[src/jsc_pkg.sv]
// Shared types and constants for the Shift_JIS converter.
`timescale 1ns / 1ps

package jsc_pkg;

    // Control bytes and escape-sequence bytes.
    localparam logic [7:0] BYTE_ESC    = 8'h1b;
    localparam logic [7:0] BYTE_SO     = 8'h0e;
    localparam logic [7:0] BYTE_SI     = 8'h0f;
    localparam logic [7:0] BYTE_SS2    = 8'h8e;
    localparam logic [7:0] BYTE_DOLLAR = 8'h24;
    localparam logic [7:0] BYTE_PAREN  = 8'h28;

    // Configuration register indexes.
    localparam logic CFG_INPUT_CODE = 1'b0;
    localparam logic CFG_TEXT_ONLY  = 1'b1;

    localparam logic [1:0] CODE_EUC = 2'd2;

    // Most bytes one input item can produce.
    localparam int RUN_MAX = 3;

    // Run queue between the classifier and the byte sequencer.
    localparam int QDEPTH = 4;
    localparam int QPTR_W = $clog2(QDEPTH);
    localparam int QCNT_W = $clog2(QDEPTH + 1);

    // The bytes produced by one input item.
    typedef struct packed {
        logic [1:0]                cnt;
        logic [RUN_MAX-1:0][7:0]   data;
    } run_t;

endpackage

[src/jsc_front.sv]
// Front end: configuration, shift state, and conversion of one byte into a run.
`timescale 1ns / 1ps

module jsc_front (
    input  logic                aclk,
    input  logic                aresetn,
    input  logic                cfg_we,
    input  logic                cfg_index,
    input  logic [1:0]          cfg_wdata,
    input  logic                s_valid,
    output logic                s_ready,
    input  logic [7:0]          s_in_byte,
    input  logic                s_first_of_text,
    input  logic                q_full,
    output logic                push,
    output jsc_pkg::run_t       push_run
);

    typedef enum logic [1:0] {
        MODE_NORMAL = 2'd0,
        MODE_KANJI  = 2'd1,
        MODE_KANA   = 2'd2,
        MODE_SPARE  = 2'd3
    } mode_t;

    typedef enum logic [2:0] {
        PH_IDLE     = 3'd0,
        PH_ESC      = 3'd1,
        PH_ESC_DOL  = 3'd2,
        PH_ESC_PAR  = 3'd3,
        PH_JIS_HELD = 3'd4,
        PH_EUC_HELD = 3'd5,
        PH_SS2      = 3'd6,
        PH_SJ_HELD  = 3'd7
    } phase_t;

    logic [1:0] input_code_reg;
    logic       text_only_reg;
    mode_t      mode_reg, mode_next, eff_mode;
    phase_t     phase_reg, phase_next, eff_phase;
    logic [7:0] held_reg, held_next, eff_held;

    logic [1:0]                       cnt;
    logic [jsc_pkg::RUN_MAX-1:0][7:0] bytes;
    logic                             idle;
    logic [15:0]                      pair;
    logic                             accept;

    function automatic logic in_jis(input logic [7:0] c);
        return c >= 8'h21 && c <= 8'h7e;
    endfunction

    function automatic logic in_euc(input logic [7:0] c);
        return c >= 8'ha1 && c <= 8'hfe;
    endfunction

    function automatic logic in_kana(input logic [7:0] c);
        return c >= 8'ha0 && c <= 8'hdf;
    endfunction

    function automatic logic sj_lead(input logic [7:0] c);
        return (c >= 8'h81 && c <= 8'h9f) || (c >= 8'he0 && c <= 8'hef);
    endfunction

    function automatic logic sj_trail(input logic [7:0] c);
        return c >= 8'h40 && c <= 8'hfc && c != 8'h7f;
    endfunction

    // JIS row/cell pair to Shift_JIS lead and trail bytes.
    function automatic logic [15:0] jis_pair_convert(input logic [7:0] h, input logic [7:0] l);
        logic [8:0] hs;
        logic [7:0] lo;
        if (h[0]) begin
            lo = (l < 8'h60) ? 8'(l + 8'h1f) : 8'(l + 8'h20);
        end else begin
            lo = 8'(l + 8'h7e);
        end
        hs = (h < 8'h5f) ? ({1'b0, h} + 9'h0e1) : ({1'b0, h} + 9'h161);
        return {hs[8:1], lo};
    endfunction

    assign accept  = s_valid && s_ready;
    assign s_ready = !q_full;

    always_comb begin
        logic passes;
        logic [7:0] c;
        c = s_in_byte;
        eff_mode  = s_first_of_text ? MODE_NORMAL : mode_reg;
        eff_phase = s_first_of_text ? PH_IDLE : phase_reg;
        eff_held  = s_first_of_text ? 8'h00 : held_reg;
        passes = !text_only_reg || c == 8'h09 || c == 8'h0a || c == 8'h0d ||
                 c == 8'h0c || (c >= 8'h20 && c < 8'h7f);
        mode_next  = eff_mode;
        phase_next = PH_IDLE;
        held_next  = eff_held;
        cnt   = 2'd0;
        bytes = '0;
        idle  = 1'b0;
        pair  = '0;

        unique case (eff_phase)
            PH_ESC: begin
                if (c == jsc_pkg::BYTE_DOLLAR) begin
                    phase_next = PH_ESC_DOL;
                end else if (c == jsc_pkg::BYTE_PAREN) begin
                    phase_next = PH_ESC_PAR;
                end else if (!text_only_reg) begin
                    bytes[0] = jsc_pkg::BYTE_ESC;
                    bytes[1] = c;
                    cnt = 2'd2;
                end
            end
            PH_ESC_DOL: begin
                if (c == 8'h40 || c == 8'h42) begin
                    mode_next = MODE_KANJI;
                end else if (!text_only_reg) begin
                    bytes[0] = jsc_pkg::BYTE_ESC;
                    bytes[1] = jsc_pkg::BYTE_DOLLAR;
                    bytes[2] = c;
                    cnt = 2'd3;
                end
            end
            PH_ESC_PAR: begin
                if (c == 8'h42 || c == 8'h4a) begin
                    mode_next = MODE_NORMAL;
                end else if (c == 8'h49) begin
                    mode_next = MODE_KANA;
                end else if (!text_only_reg) begin
                    bytes[0] = jsc_pkg::BYTE_ESC;
                    bytes[1] = jsc_pkg::BYTE_PAREN;
                    bytes[2] = c;
                    cnt = 2'd3;
                end
            end
            PH_JIS_HELD: begin
                if (in_jis(c)) begin
                    pair = jis_pair_convert(eff_held, c);
                    bytes[0] = pair[15:8];
                    bytes[1] = pair[7:0];
                    cnt = 2'd2;
                end else begin
                    idle = 1'b1;
                end
            end
            PH_EUC_HELD: begin
                if (in_euc(c)) begin
                    pair = jis_pair_convert({1'b0, eff_held[6:0]}, {1'b0, c[6:0]});
                    bytes[0] = pair[15:8];
                    bytes[1] = pair[7:0];
                    cnt = 2'd2;
                end else begin
                    idle = 1'b1;
                end
            end
            PH_SS2: begin
                if (in_kana(c)) begin
                    bytes[0] = c;
                    cnt = 2'd1;
                end else begin
                    idle = 1'b1;
                end
            end
            PH_SJ_HELD: begin
                // A bad trail byte drops the whole pair.
                if (sj_trail(c)) begin
                    bytes[0] = eff_held;
                    bytes[1] = c;
                    cnt = 2'd2;
                end
            end
            default: begin
                idle = 1'b1;
            end
        endcase

        if (idle) begin
            if (c == jsc_pkg::BYTE_ESC) begin
                phase_next = PH_ESC;
            end else if (c == jsc_pkg::BYTE_SO) begin
                mode_next = MODE_KANA;
            end else if (c == jsc_pkg::BYTE_SI) begin
                mode_next = MODE_NORMAL;
            end else if (eff_mode == MODE_KANJI && in_jis(c)) begin
                held_next  = c;
                phase_next = PH_JIS_HELD;
            end else if (eff_mode == MODE_KANA && c >= 8'h20 && c <= 8'h5f) begin
                bytes[0] = c | 8'h80;
                cnt = 2'd1;
            end else begin
                // A byte outside the kana range ends kana mode and is handled as normal text.
                if (eff_mode == MODE_KANA) begin
                    mode_next = MODE_NORMAL;
                end
                if (input_code_reg == jsc_pkg::CODE_EUC) begin
                    if (in_euc(c)) begin
                        held_next  = c;
                        phase_next = PH_EUC_HELD;
                    end else if (c == jsc_pkg::BYTE_SS2) begin
                        phase_next = PH_SS2;
                    end else if (passes) begin
                        bytes[0] = c;
                        cnt = 2'd1;
                    end
                end else if (passes) begin
                    bytes[0] = c;
                    cnt = 2'd1;
                end else if (sj_lead(c)) begin
                    held_next  = c;
                    phase_next = PH_SJ_HELD;
                end else if (in_kana(c)) begin
                    bytes[0] = c;
                    cnt = 2'd1;
                end
            end
        end
    end

    assign push          = accept && (cnt != 2'd0);
    assign push_run.cnt  = cnt;
    assign push_run.data = bytes;

    always_ff @(posedge aclk) begin
        if (!aresetn) begin
            input_code_reg <= 2'd0;
            text_only_reg  <= 1'b0;
            mode_reg       <= MODE_NORMAL;
            phase_reg      <= PH_IDLE;
            held_reg       <= 8'h00;
        end else begin
            if (cfg_we) begin
                if (cfg_index == jsc_pkg::CFG_INPUT_CODE) begin
                    input_code_reg <= cfg_wdata;
                end else begin
                    text_only_reg <= cfg_wdata[0];
                end
            end
            if (accept) begin
                mode_reg  <= mode_next;
                phase_reg <= phase_next;
                held_reg  <= held_next;
            end
        end
    end

endmodule

[src/jsc_queue.sv]
// Short queue of output runs between the front end and the byte sequencer.
`timescale 1ns / 1ps

module jsc_queue (
    input  logic            aclk,
    input  logic            aresetn,
    input  logic            push,
    input  jsc_pkg::run_t   push_run,
    output logic            full,
    input  logic            pop,
    output logic            head_valid,
    output jsc_pkg::run_t   head_run
);

    jsc_pkg::run_t                 entry_reg [jsc_pkg::QDEPTH];
    logic [jsc_pkg::QPTR_W-1:0]    wr_ptr_reg, rd_ptr_reg;
    logic [jsc_pkg::QCNT_W-1:0]    count_reg, count_next;

    assign full       = count_reg == jsc_pkg::QCNT_W'(jsc_pkg::QDEPTH);
    assign head_valid = count_reg != '0;
    assign head_run   = entry_reg[rd_ptr_reg];

    always_comb begin
        count_next = count_reg;
        if (push && !pop) begin
            count_next = count_reg + 1'b1;
        end else if (pop && !push) begin
            count_next = count_reg - 1'b1;
        end
    end

    always_ff @(posedge aclk) begin
        if (push) begin
            entry_reg[wr_ptr_reg] <= push_run;
        end
    end

    always_ff @(posedge aclk) begin
        if (!aresetn) begin
            wr_ptr_reg <= '0;
            rd_ptr_reg <= '0;
            count_reg  <= '0;
        end else begin
            if (push) begin
                wr_ptr_reg <= wr_ptr_reg + 1'b1;
            end
            if (pop) begin
                rd_ptr_reg <= rd_ptr_reg + 1'b1;
            end
            count_reg <= count_next;
        end
    end

    a_no_push_full: assert property (@(posedge aclk) disable iff (!aresetn)
        !(push && full && !pop))
        else $error("run pushed into a full queue");

    a_no_pop_empty: assert property (@(posedge aclk) disable iff (!aresetn)
        pop |-> head_valid)
        else $error("run popped from an empty queue");

    a_count_bound: assert property (@(posedge aclk) disable iff (!aresetn)
        count_reg <= jsc_pkg::QCNT_W'(jsc_pkg::QDEPTH))
        else $error("queue count above depth");

    a_ptr_gap: assert property (@(posedge aclk) disable iff (!aresetn)
        head_valid && !full |->
            jsc_pkg::QPTR_W'(wr_ptr_reg - rd_ptr_reg) == jsc_pkg::QPTR_W'(count_reg))
        else $error("queue pointers disagree with count");

endmodule

[src/jsc_back.sv]
// Back end: sends the bytes of each queued run one per cycle while m_ready is high.
`timescale 1ns / 1ps

module jsc_back (
    input  logic            aclk,
    input  logic            aresetn,
    input  logic            head_valid,
    input  jsc_pkg::run_t   head_run,
    output logic            pop,
    output logic            m_valid,
    input  logic            m_ready,
    output logic [7:0]      m_out_byte,
    output logic            m_last_of_run
);

    logic [1:0] idx_reg, idx_next;

    assign m_valid       = head_valid;
    assign m_out_byte    = head_run.data[idx_reg];
    assign m_last_of_run = idx_reg == 2'(head_run.cnt - 2'd1);
    assign pop           = m_valid && m_ready && m_last_of_run;

    always_comb begin
        idx_next = idx_reg;
        if (m_valid && m_ready) begin
            idx_next = m_last_of_run ? 2'd0 : idx_reg + 2'd1;
        end
    end

    always_ff @(posedge aclk) begin
        if (!aresetn) begin
            idx_reg <= 2'd0;
        end else begin
            idx_reg <= idx_next;
        end
    end

endmodule

[src/japanese_to_shift_jis_converter.sv]
// Top level of the ISO-2022-JP / EUC-JP to Shift_JIS byte converter.
`timescale 1ns / 1ps

// Usage:
//   Input channel s_*: one text byte per item, with s_first_of_text marking the
//   first byte of a new text (mode and any pending sequence are cleared).
//   Output channel m_*: one Shift_JIS byte per item; m_last_of_run marks the
//   final byte caused by a given input item. Input items that cause no bytes
//   (escape sequences, held lead bytes, dropped bytes) produce no output.
//   Configuration: cfg_we writes cfg_wdata into register cfg_index
//   (0 input_code, 1 text_only); write only while the block is idle.
// Timing:
//   The front end takes one input item per cycle while the run queue is not full.
//   Its bytes are registered in the run queue. The output sends one byte per
//   cycle while m_ready is high, so an item that yields two or three bytes holds
//   the output longer; a four-entry run queue absorbs these bursts.
// Reset and stalls:
//   Synchronous active-low reset clears configuration, shift state and queue.
//   When m_ready is low, runs collect in the queue; once it is full s_ready drops
//   until the receiver takes the last byte of the oldest run.
module japanese_to_shift_jis_converter (
    input  logic        aclk,
    input  logic        aresetn,
    input  logic        cfg_we,
    input  logic        cfg_index,
    input  logic [1:0]  cfg_wdata,
    input  logic        s_valid,
    output logic        s_ready,
    input  logic [7:0]  s_in_byte,
    input  logic        s_first_of_text,
    output logic        m_valid,
    input  logic        m_ready,
    output logic [7:0]  m_out_byte,
    output logic        m_last_of_run
);

    logic          q_full;
    logic          push;
    jsc_pkg::run_t push_run;
    logic          pop;
    logic          head_valid;
    jsc_pkg::run_t head_run;

    jsc_front u_front (
        .aclk            (aclk),
        .aresetn         (aresetn),
        .cfg_we          (cfg_we),
        .cfg_index       (cfg_index),
        .cfg_wdata       (cfg_wdata),
        .s_valid         (s_valid),
        .s_ready         (s_ready),
        .s_in_byte       (s_in_byte),
        .s_first_of_text (s_first_of_text),
        .q_full          (q_full),
        .push            (push),
        .push_run        (push_run)
    );

    jsc_queue u_queue (
        .aclk       (aclk),
        .aresetn    (aresetn),
        .push       (push),
        .push_run   (push_run),
        .full       (q_full),
        .pop        (pop),
        .head_valid (head_valid),
        .head_run   (head_run)
    );

    jsc_back u_back (
        .aclk          (aclk),
        .aresetn       (aresetn),
        .head_valid    (head_valid),
        .head_run      (head_run),
        .pop           (pop),
        .m_valid       (m_valid),
        .m_ready       (m_ready),
        .m_out_byte    (m_out_byte),
        .m_last_of_run (m_last_of_run)
    );

endmodule

[config.mk]
export PLATFORM = sky130hd
export DESIGN_NAME = japanese_to_shift_jis_converter
export DESIGN_NICKNAME = d
export VERILOG_FILES = /design/src/jsc_pkg.sv /design/src/jsc_front.sv /design/src/jsc_queue.sv /design/src/jsc_back.sv /design/src/japanese_to_shift_jis_converter.sv
export SDC_FILE = /design/constraint.sdc
export NUM_CORES = 1
export LEC_CHECK = 0
export BUFFER_PORTS_ARGS = -buffer_cell sky130_fd_sc_hd__buf_2
export CAP_MARGIN = 30
export CELL_PAD_IN_SITES_DETAIL_PLACEMENT = 1
export CELL_PAD_IN_SITES_GLOBAL_PLACEMENT = 1
export CORE_MARGIN = 1.5
export CORE_UTILIZATION = 45
export CTS_BUF_LIST = sky130_fd_sc_hd__clkbuf_16
export DETAILED_ROUTE_END_ITERATION = 8
export GPL_ROUTABILITY_DRIVEN = 0
export GPL_TIMING_DRIVEN = 0
export PLACE_DENSITY_LB_ADDON = 0.1
export SLEW_MARGIN = 40
export SYNTH_ARGS = -nofsm -noshare
export SYNTH_HDL_FRONTEND = slang
export SYNTH_HIERARCHICAL = 1
export SYNTH_SLANG_ARGS = --single-unit
[constraint.sdc]
create_clock -name aclk -period 5 [get_ports aclk]
set_clock_uncertainty 0.2 [all_clocks]
set_input_delay 0.5 -clock aclk [delete_from_list [all_inputs] [get_ports aclk]]
set_output_delay 0.5 -clock aclk [all_outputs]
set_load 0.01 [all_outputs]
Yosys cells after proc, flatten, opt, wreduce, memory -nomap -nowiden
Memory sizes are Yosys's and may differ from the RTL's. A register that Yosys moved wholly into a read port is not among the register bits. Cells that the tools add are included.

Flip-flop bits (word level): 25. Bits in writable memories: 104. Memories kept: 1.

$add $sub $neg: 16. Magnitude comparators: 20. Eq/ne operators: 27. Muxes and demuxes: 110. Bitwise gates (word level): 1. Reductions and logical operators: 35.

Memories: u_queue.entry_reg (depth 4, width 26, read ports 1, clocked after memory_dff 1, write ports 1, line jsc_queue.sv:15) `jsc_pkg::run_t entry_reg [jsc_pkg::QDEPTH];`.

Operators by type and width (number): $mux 8 (30); $mux 24 (5); $mux 16 (6); $mux 2 (38); $pmux 8 s7 (1); $eq 8x4->1 const B (6); $mux 3 (16); $pmux 8 s6 (1); $le 8x8->1 const B (5); $eq 8x7->1 const B (4); $ge 8x8->1 const B (4); $lt 8x7->1 const B (3); $mux 9 (2); $logic_and 1x1->1 (17); $bmux 8 s2 (1); $eq 8x6->1 const B (2); $ge 8x6->1 const B (2); $le 8x7->1 const B (2); $pmux 8 s2 (1); $eq 3x3->1 const B (5); $lt 7x7->1 const B (2); $pmux 2 s7 (1); $add 7x8->9 const B (1); $add 7x9->9 const B (1); 32 further kinds (53).

Depth between registers and ports, before layout
Depth after elaboration: 22. Gate-level depth with buffers: 18. Depth with buffers taken out: 15.

Cells and area by module
Netlist, hierarchy kept.

By module, submodules not included: jsc_queue (times used 1, cells an instance 179, area each 4244.1 um2, sequential area each 3303.2 um2); jsc_front (times used 1, cells an instance 371, area each 2580.0 um2, sequential area each 320.3 um2); jsc_back (times used 1, cells an instance 45, area each 312.8 um2, sequential area each 40.0 um2).

Worst setup path after synthesis
Ideal clock, no wire load.

Path kind: input port to flip-flop. Start point: input port s_in_byte[0]. End point: register u_queue/count_reg[2] (netlist name). Arrival time: 3.839 ns. Setup slack: 0.886 ns. Stages: 17. Path buffers: 2. Path through: buf_2 inv_1 ha_1 or4b_1 o21ai_1 o211ai_1 nand4b_1 a2111oi_2 a21o_1 buf_6 o21a_1 ha_1 inv_1 fa_1 xor2_1 or3_1 a21boi_0.

Word-level cells in the longest chain between the ends: 21.

RTL lines: from (decl) (line japanese_to_shift_jis_converter.sv:29) `input logic [7:0] s_in_byte,`; parallel branches: the longest is 15 deep, another holds $ge 8x7->1; $mux 2 (*) (line jsc_front.sv:177) `if (idle) begin`; $reduce_bool 2->1 (*) (line jsc_front.sv:219) `assign push = accept && (cnt != 2'd0);`; $logic_and 1x1->1 (*) (line jsc_front.sv:219); named net push (line japanese_to_shift_jis_converter.sv:38) `logic push;`; $logic_not 1->1 (line jsc_queue.sv:27) `end else if (pop && !push) begin`; $logic_and 1x1->1 (line jsc_queue.sv:27); $reduce_bool 2->1 (no line); to (signal assigned) (line jsc_queue.sv:50) `count_reg <= count_next;`; to (decl) (line jsc_queue.sv:17) `logic [jsc_pkg::QCNT_W-1:0] count_reg, count_next;`.

Mark *: on every way through the listed nets, which the timed path passes. A chain may end at the register's enable or synchronous reset.

Worst setup path in the final report
Start point: input port s_in_byte[1]. End point: register u_queue/count_reg[2] (netlist name).

Same word-level chain as after synthesis.

==> run metrics <==
Finished Core Util=between 50% and 60%; count of port buffers added during placement=26; share of final-layout standard cells stronger than drive strength 1=17.9%; transition time of the tightest slew-check pin=approximately 750 ps; arrival time reported for the critical path endpoint=roughly 4700 ps; overall global routing resource usage=25.0%; Post-CTS Setup Inserts=0; Chip Height=about 130 µm; Critical Path Fanout Max=9; ys async rst share=0%; unrepaired setup endpoints after global routing=false; Synth Instances=595; post-synthesis net count=633; H-tree depth reported by CTS=4; leading cell types by total area after synthesis=sky130_fd_sc_hd__edfxtp_1 44%, sky130_fd_sc_hd__dfxtp_1 7.6%, sky130_fd_sc_hd__mux4_2 6.3%; critical path, cell by cell=buf_2 > inv_1 > ha_1 > nor4b_1 > a21oi_2 > a31oi_2 > o31ai_4 > a2111oi_2 > a21o_1 > buf_6 > o21a_1 > ha_1 > inv_1 > fa_1 > xor2_1 > or3_1 > a21boi_0; slowest cell on the critical path=sky130_fd_sc_hd__nor4b_1; number of standard-cell rows in the floorplan=45; Die Footprint=16600 µm²; areal power density over the cells=417 nW/µm²; Largest register FFs=roughly 100; mapped cell area=~7100 µm²; CP Capture Type=register; maximum cell stage delay along the critical path=540 ps; category of cells accounting for the largest share of critical-path delay=compound AO/OA/AOI/OAI gates; number of violations reported at the end of detailed-routing iteration 0=between 200 and 300; share of the cycle needed by the critical path after routing=92.2%; residual DRC count=0; share of the synthesized area in the top cell type=43.8%; switching power=0.000940 W; fraction of power consumed by the clock network=36.1%; internal power component=0.00245 W; residual antenna-violating net count after detailed routing=0; sort of element at the start of the critical path=input pin; worst path required time=5130 ps; initial standard-cell utilization of the core=46.4%; Seq cells post-synth=131; shortest clock period the worst path allows after layout=4610 ps; Setup CP Type=input pin to register; buffer depth of the longest clock path=2; hold violation count in the final report=0; result of the run=completed; ys flop type=sky130_fd_sc_hd__edfxtp_1; die width=129 µm; Place WS=3.88 ps; area occupied by multi-input gates=3180 µm²; source-to-sink clock delay at the later pin of the worst-skew pair=roughly 410 ps; Max VDD drop=0.219 mV; number of buffers and inverters on the critical path=4; detailed-route vias per instance=a little under 6; first-pass GRT wire length=30900 µm; total global routing overflow=0; # Max-Cap Violations=0; highest clock rate=around 220 MHz; total CTS buffers=17; clock sink count=131; Wirelength per Cell=22.3 µm; worst max-slew margin expressed relative to the limit=49.9%; first drt pass iteration count=4; total half-perimeter wirelength after legalization and detailed placement=13800 µm; Synth-to-Final Area Change=13.8%; Nets=678; TritonCTS clock tree=built; sequential fraction of the synthesis area=51.3%; combined flip-flop and latch cell area=about 3700 µm²; total number of vias=5096; switching share of power=~28%; Yosys warning count=6; antenna diode instance count=0; Clock Tree Root=sky130_fd_sc_hd__clkbuf_16; most common cell in the synthesized netlist=sky130_fd_sc_hd__edfxtp_1; number of inserted filler cells in the final layout=1618; I/O Pins=28; Mapped Avg Cell Area=12.0 µm²; Worst Setup Slack, final=389 ps; EDFF count, synth=104; hold buffer count at CTS=0; core area=about 15000 µm²; post-route design area=8130 µm²; clock transition at the registers of the reported paths=60 ps; leakage=2.84 nW; drt total wl=approximately 19000 µm; proportion of power drawn by combinational gates=23.3%; via count of the first global-routing pass=between 5000 and 6000; worst min-delay path category=input pin to register; accumulated negative setup slack=0 ps; number of max-slew violations in the final report=0; maximum number of pins on one net before global-route repair=27; Cell variety after synth=79; # setup viols final=0; worst hold slack after final layout=167 ps; number of antenna violations at the first check in global routing=0; post-synthesis cell type with the largest combined area=sky130_fd_sc_hd__edfxtp_1; post_cts resized=0; area post-placement=7540 µm²; cell types with the highest counts after synthesis=104 x sky130_fd_sc_hd__edfxtp_1, 61 x sky130_fd_sc_hd__nand2_1, 31 x sky130_fd_sc_hd__o21ai_0; share of total power in sequential cells=40.5%
-- power by group through the flow --
stage               Combinational [W]  Sequential [W]  Clock [W]
floorplan                    0.000566         0.00138          0
global route                 0.000868         0.00139    0.00129
finish                       0.000791         0.00137    0.00122
CTS                          0.000803         0.00138    0.00125
detailed placement           0.000799         0.00140          0
global placement             0.000768         0.00139          0
-- layout by cell type, fill, tap and decap left out, types with 16 or more instances in the layout --
master / n
sky130_fd_sc_hd__ha_1: 20
sky130_fd_sc_hd__mux2i_1: 20
sky130_fd_sc_hd__a21oi_1: 27
sky130_fd_sc_hd__clkbuf_1: 16
sky130_fd_sc_hd__nand2_1: 61
sky130_fd_sc_hd__nor2_1: 30
sky130_fd_sc_hd__clkbuf_16: 17
sky130_fd_sc_hd__buf_2: 39
sky130_fd_sc_hd__mux4_2: 20
sky130_fd_sc_hd__o21ai_0: 31
sky130_fd_sc_hd__edfxtp_1: 104
sky130_fd_sc_hd__dfxtp_1: 27
-- final timing paths --
kind / startpoint / end / slack, ps / depth (start not counted)
setup reg to reg: u_front/phase_reg[1] / u_queue/count_reg[2] / 700 / 14
hold reg to reg: u_front/held_reg[7] / u_front/held_reg[7] / 260 / 2
setup / recovery: s_in_byte[1] / u_queue/count_reg[2] / 390 / 17
hold / removal: cfg_wdata[0] / u_front/text_only_reg / 170 / 3
-- area by class of cell --
type,instances,share of cell area [%]
clock buffer,17,5.24
buffer,40,2.93
tap,211,3.25
multi-input combinational,409,39.2
inverter,15,0.693
sequential,131,45.1
clock inverter,15,2.02
timing repair buffer,26,1.60
-- kinds of logic (layout without fill, tap and decap cells) --
logic type | count (synthesis) | count (layout) | synth area share [%]
AND/OR/NAND/NOR | 199 | 199 | 14.8
flip-flops | 131 | 131 | 51.3
AO/OA/AOI/OAI | 130 | 130 | 13.0
buffers and inverters | 55 | 113 | 4.12
multiplexers | 47 | 47 | 11.5
adder cells (fa/ha/maj) | 21 | 21 | 3.79
XOR/XNOR | 12 | 12 | 1.47
-- per-layer routing --
layer  routed length [µm]  vias to the layer above  global-route usage (%)
li1                     -                     2367                       -
met1                 8570                     2590                    31.5
met2                 9680                      111                    43.4
met3                  629                       28                    4.03
met4                  433                        0                    9.52
met5                    0                        -                       0
-- stage by stage --
| stage | std cells | power, W |
|---|---|---|
| 6_report | 864 | 0.00339 |
| 3_3_place_gp | 832 | 0.00215 |
| 2_1_floorplan | 595 | 0.00194 |
| 4_1_cts | 864 | 0.00343 |
| 5_1_grt | 864 | 0.00354 |
| 3_5_place_dp | 832 | 0.00220 |
-- tightest hold or removal path: cells and delay by family --
family	cells	cell delay [ps]
buffers and inverters	1	100
AOI/OAI and AO/OA	1	70
and+or+nand+nor	1	60
Note: power is estimated with default switching activity, not from simulation.
